`config.mk`:
```
export PLATFORM = sky130hd
export DESIGN_NAME = rhh_ram
export DESIGN_NICKNAME = d
export VERILOG_FILES = /design/src/design/assert_macros.svh /design/src/design/rhh_ram.sv
export SDC_FILE = /design/constraint.sdc
export NUM_CORES = 1
export LEC_CHECK = 0
export ABC_AREA = 0
export BUFFER_PORTS_ARGS = -buffer_cell sky130_fd_sc_hd__buf_2
export CORE_MARGIN = 2
export CORE_UTILIZATION = 40
export CTS_BUF_LIST = sky130_fd_sc_hd__clkbuf_4
export DETAILED_ROUTE_END_ITERATION = 8
export SYNTH_ARGS = -nofsm -noshare
export SYNTH_HDL_FRONTEND = slang
export SYNTH_SLANG_ARGS = --single-unit
```
`constraint.sdc`:
```
create_clock -name clk -period 2.4 [get_ports clk]
set_clock_uncertainty 0.1 [all_clocks]
set_input_delay 0.12 -clock clk [delete_from_list [all_inputs] [get_ports clk]]
set_output_delay 0.12 -clock clk [all_outputs]
set_load 0.01 [all_outputs]
```
`src/design/assert_macros.svh`:
```
// ----------------------------------------------------------------------------
// assert_macros.svh
// Shared concurrent assertion macros, clocked on clk, off while rst_n is low.
// ----------------------------------------------------------------------------
`ifndef ASSERT_MACROS_SVH
`define ASSERT_MACROS_SVH

// Property must hold at every clock edge out of reset.
`define RHH_ASSERT(lbl, prop, msg) \
    lbl: assert property (@(posedge clk) disable iff (!rst_n) (prop)) else $error(msg);

// Antecedent at one edge implies consequent at the next edge.
`define RHH_ASSERT_NEXT(lbl, ante, cons, msg) \
    lbl: assert property (@(posedge clk) disable iff (!rst_n) (ante) |=> (cons)) else $error(msg);

`endif

```
`src/design/rhh_ram.sv`:
```
// ----------------------------------------------------------------------------
// rhh_ram
// Generic simple dual-port RAM, one write port, one read port, registered read.
// ----------------------------------------------------------------------------
module rhh_ram #(
    parameter int WIDTH = 8,
    parameter int DEPTH = 16
) (
    input  logic                     clk,
    input  logic                     wr_en,
    input  logic [$clog2(DEPTH)-1:0] wr_addr,
    input  logic [WIDTH-1:0]         wr_data,
    input  logic [$clog2(DEPTH)-1:0] rd_addr,
    output logic [WIDTH-1:0]         rd_data
);

    logic [WIDTH-1:0] mem [DEPTH];

    always_ff @(posedge clk)
    begin
        if (wr_en)
        begin
            mem[wr_addr] <= wr_data;
        end
        rd_data <= mem[rd_addr];
    end

endmodule

```
After elaboration in Yosys (flattened, before gate mapping)
Memory sizes are Yosys's and may differ from the RTL's. A register that Yosys moved wholly into a read port is not among the register bits.
Index checks and enable logic that the tools add are counted.
{ "totals": {"ramBits": 128, "input_bits": 18, "mem_count": 1, "ff_bits": 0, "elab_cells": 3, "output_inout_bits": 8} }
{ "op_classes": {"mux": 2} }
{ "memory_table": {"columns": ["memory", "words", "word_bits", "read_ports", "rd_ports_with_merged_regs", "wr", "line_no", "rtl"], "rows": [
  ["mem", 16, 8, 1, 1, 1, "rhh_ram.sv:17", "logic [WIDTH-1:0] mem [DEPTH];"]
]} }
{ "ops": {"columns": ["cell", "n"], "rows": [
  ["$mux W1", 2]
]} }

Depth between registers and ports, before layout
{ "depth": {"ltp_word": 2, "mapped_depth": 5, "depth_no_buf": 3} }

Least setup slack after synthesis
Ideal clock, no wire load.
{ "synth_path": {"path_type": "input-to-reg", "startpoint": "input wr_addr[2]", "endpoint": "memory mem[0][0] (enable)", "n_path_buf": 0, "t_arrival_ns": 1.230, "setup_time_ns": 0.383, "setup_slack_ns": 0.687, "t_required_ns": 1.917, "cell_stages": 2, "path_cell_list": "or3b_2 nor3_1"} }
{ "synth_lines": {"columns": ["element", "line_no", "rtl"], "rows": [
  ["from (decl)", "rhh_ram.sv:11", "input logic [$clog2(DEPTH)-1:0] wr_addr,"],
  ["to (decl)", "rhh_ram.sv:17", null]
]} }
Straight into the memory's write port.

==> flow_summary.toml <==
[synthesis]
synth_largest_area_cell = "edfxtp_1"
synthTopCellsByArea = "edfxtp_1 75%, mux4_2 7.9%, mux4_1 7.1%, dfxtp_1 3.1%, a22oi_1 2.3%"
netlist.area_leader.share = 0.7467
ys_types = 19
syn_avg_cell_area_um2 = 22.48
syn-instance-count = 229
ys_seq_area_frac = 0.7778
synth_fp_nets = 247
syn_area_mm2 = 0.005147
synth-seq-cells = 136
ys_warn_count = 0

[power_and_ir_drop]
switching_share = 0.1920
power.density_mw_per_mm2 = 805.8
p_int_w = 0.003927
leakage_nw = 2.035
p_switching_w = 0.0009328
power_frac_seq = 0.548
p_comb_frac = 0.053
ir_drop_uv = 314.6
pwr-share-clk = 0.399

[route]
via_count = 2408
detail-route-antenna-nets = 0
wl_um = 9459
wire_per_inst_um = 19.87
drc = 0
drt_pass1_iterations = 4
viasPerCell = 5.059
first_iter_violations = 157

[sta]
rsz0062_at_grt = "no"
holdWs_ns = 0.07359
max_slew.worst_pin.slew_ns = 0.7432
slew_violations = 0
fin_crit_ns = 1.534
setup_viol = 0
fin_setup_tns_ns = 0
fmax_mhz = 651.8
period_share = 0.6393
hold_viol_final = 0
slew_headroom = 0.5035

[global_route]
grt_overflow = 0
grt_max_degree = 17
first_global_vias = 2505
antenna_found_initial = 1
groute.usage.overall = 0.1497
grt_pass1_wl_um = 14640

[critical_path]
reg2reg_slack_ns = 0.87
worst-setup-path-type = "reg -> reg"
path_max_fanout = 1
arrival_ns = 1.81
required_ns = 2.68
crit_path_end_kind = "flip-flop"
start_kind = "flip-flop"

[floorplan]
dieArea_mm2 = 0.01379
core_mm2 = 0.01257
die_x_um = 117.4
start_util = 0.4096
dieHeight_um = 117.4
num_io_pins = 26
rows = 41

[layout]
layout.cells.non_filler = 476
n_fill_cell = 1037
nets = 308
drive_gt1_frac = 0.3135
multiInputGateArea_mm2 = 0.001057
area_growth_pct = 17.16
seq_area_mm2 = 0.004004

[clocking]
postCtsSetupRepairBufs = 0
root_buffer = "clkbuf_4"
cts_max_level = 4
cts_buffer_depth = 2
path_clk_slew_ns = 0.11
clk_latency_ns = 0.50
cts_made_buffers = 17
cts_tree = "done"
ctsResizeCount = 0
hold_buffers = 8
cts_sinks = 136

[run]
drv_cap = 0

[placement]
port_buffers = 25
dp.cells = 435
place.gp.congestion = 0.6973
dp_hpwl_um = 6062

[run_status]
status = "finished clean"

[hold_path]
worstHoldPathType = "in -> reg"
flip-flops by register name, summed over array words and instances, names as in the netlist:
| register | count |
|---|---|
| mem | 128 |
| rd_data | 8 |
critical path, stage by stage, from the launching register on:
cell      delay [ns]
edfxtp_1        0.40
mux4_2          0.48
a22oi_1         0.34
nand2_1         0.10
Yosys cell counts (all sizes together):
| library cell | count |
|---|---|
| edfxtp | 128 |
| mux4 | 32 |
| a22oi | 16 |
| nor2 | 13 |
| nand2 | 9 |
| dfxtp | 8 |
| buf | 7 |
| nor3 | 4 |
| clkdlybuf4s25 | 3 |
| nand2b | 2 |
| nand3b | 2 |
| and2 | 1 |
| and2b | 1 |
| nand3 | 1 |
| nor2b | 1 |
| or3b | 1 |
final cells by class:
| cell class | instances | area share |
|---|---|---|
| Antenna cell | 1 | 0.0004149 |
| Clock buffer | 19 | 0.02365 |
| Tap cell | 172 | 0.03568 |
| Multi-Input combinational cell | 83 | 0.1753 |
| Timing Repair Buffer | 52 | 0.05975 |
| Clock inverter | 13 | 0.04129 |
| Sequential cell | 136 | 0.6639 |
metrics by stage:
step / worst slack (ns) / cell area, µm² / utilization / power [W]
after detailed placement: 0.4836 / 5557 / 0.4421 / 0.002969
final: 0.8658 / 6031 / 0.4798 / 0.004859
after CTS: 0.8819 / 6028 / 0.4796 / 0.004909
after global placement: 0.5150 / 5557 / 0.4421 / 0.002962
after floorplan: 0.6871 / 5147 / - / 0.002858
after global routing: 0.8391 / 6031 / 0.4798 / 0.005040
cells in the final DEF, fill, tap and decap left out, drive strengths merged, types with 3 or more instances in the layout:
cell type / n
bufinv: 7
buf: 44
dfxtp: 8
edfxtp: 128
dlygate4sd3: 8
clkbuf: 19
nand2: 9
clkinv: 3
nor2: 13
a22oi: 16
mux4: 32
nor3: 4
cells by family after synthesis:
kind of cell / count (synthesis) / synth area share
flops: 136 / 0.7778
simple gates: 35 / 0.03184
mux: 32 / 0.1502
compound gates: 16 / 0.02334
buf+inv: 10 / 0.01677
worst paths after layout:
kind | start | end | cells past startpoint
setup / recovery | mem[2][4]$_DFFE_PP_ | rd_data[4]$_DFF_P_ | 3
hold / removal | wr_addr[0] | mem[4][7]$_DFFE_PP_ | 3
setup reg to reg | mem[2][4]$_DFFE_PP_ | rd_data[4]$_DFF_P_ | 3
hold reg to reg | mem[14][7]$_DFFE_PP_ | rd_data[7]$_DFF_P_ | 3
routing by layer:
layer / track usage / wire [µm] / vias up / part of all wire
met2: 0.2489 / 4830 / 60 / 0.51
met4: 0.06852 / 185 / 0 / 0.020
met5: 0 / 0 / - / 0
li1: - / - / 1097 / -
met1: 0.1861 / 4013 / 1238 / 0.42
met3: 0.03696 / 430 / 13 / 0.045
power by group through the flow:
stage | clock network [W] | logic (W) | registers (W)
finish | 0.00194 | 0.000255 | 0.00266
global route | 0.00209 | 0.000277 | 0.00267
CTS | 0.00198 | 0.000261 | 0.00266
detailed placement | 0 | 0.000251 | 0.00272
global placement | 0 | 0.000246 | 0.00272
floorplan | 0 | 0.000135 | 0.00272
(Power assumes the default switching activity.)
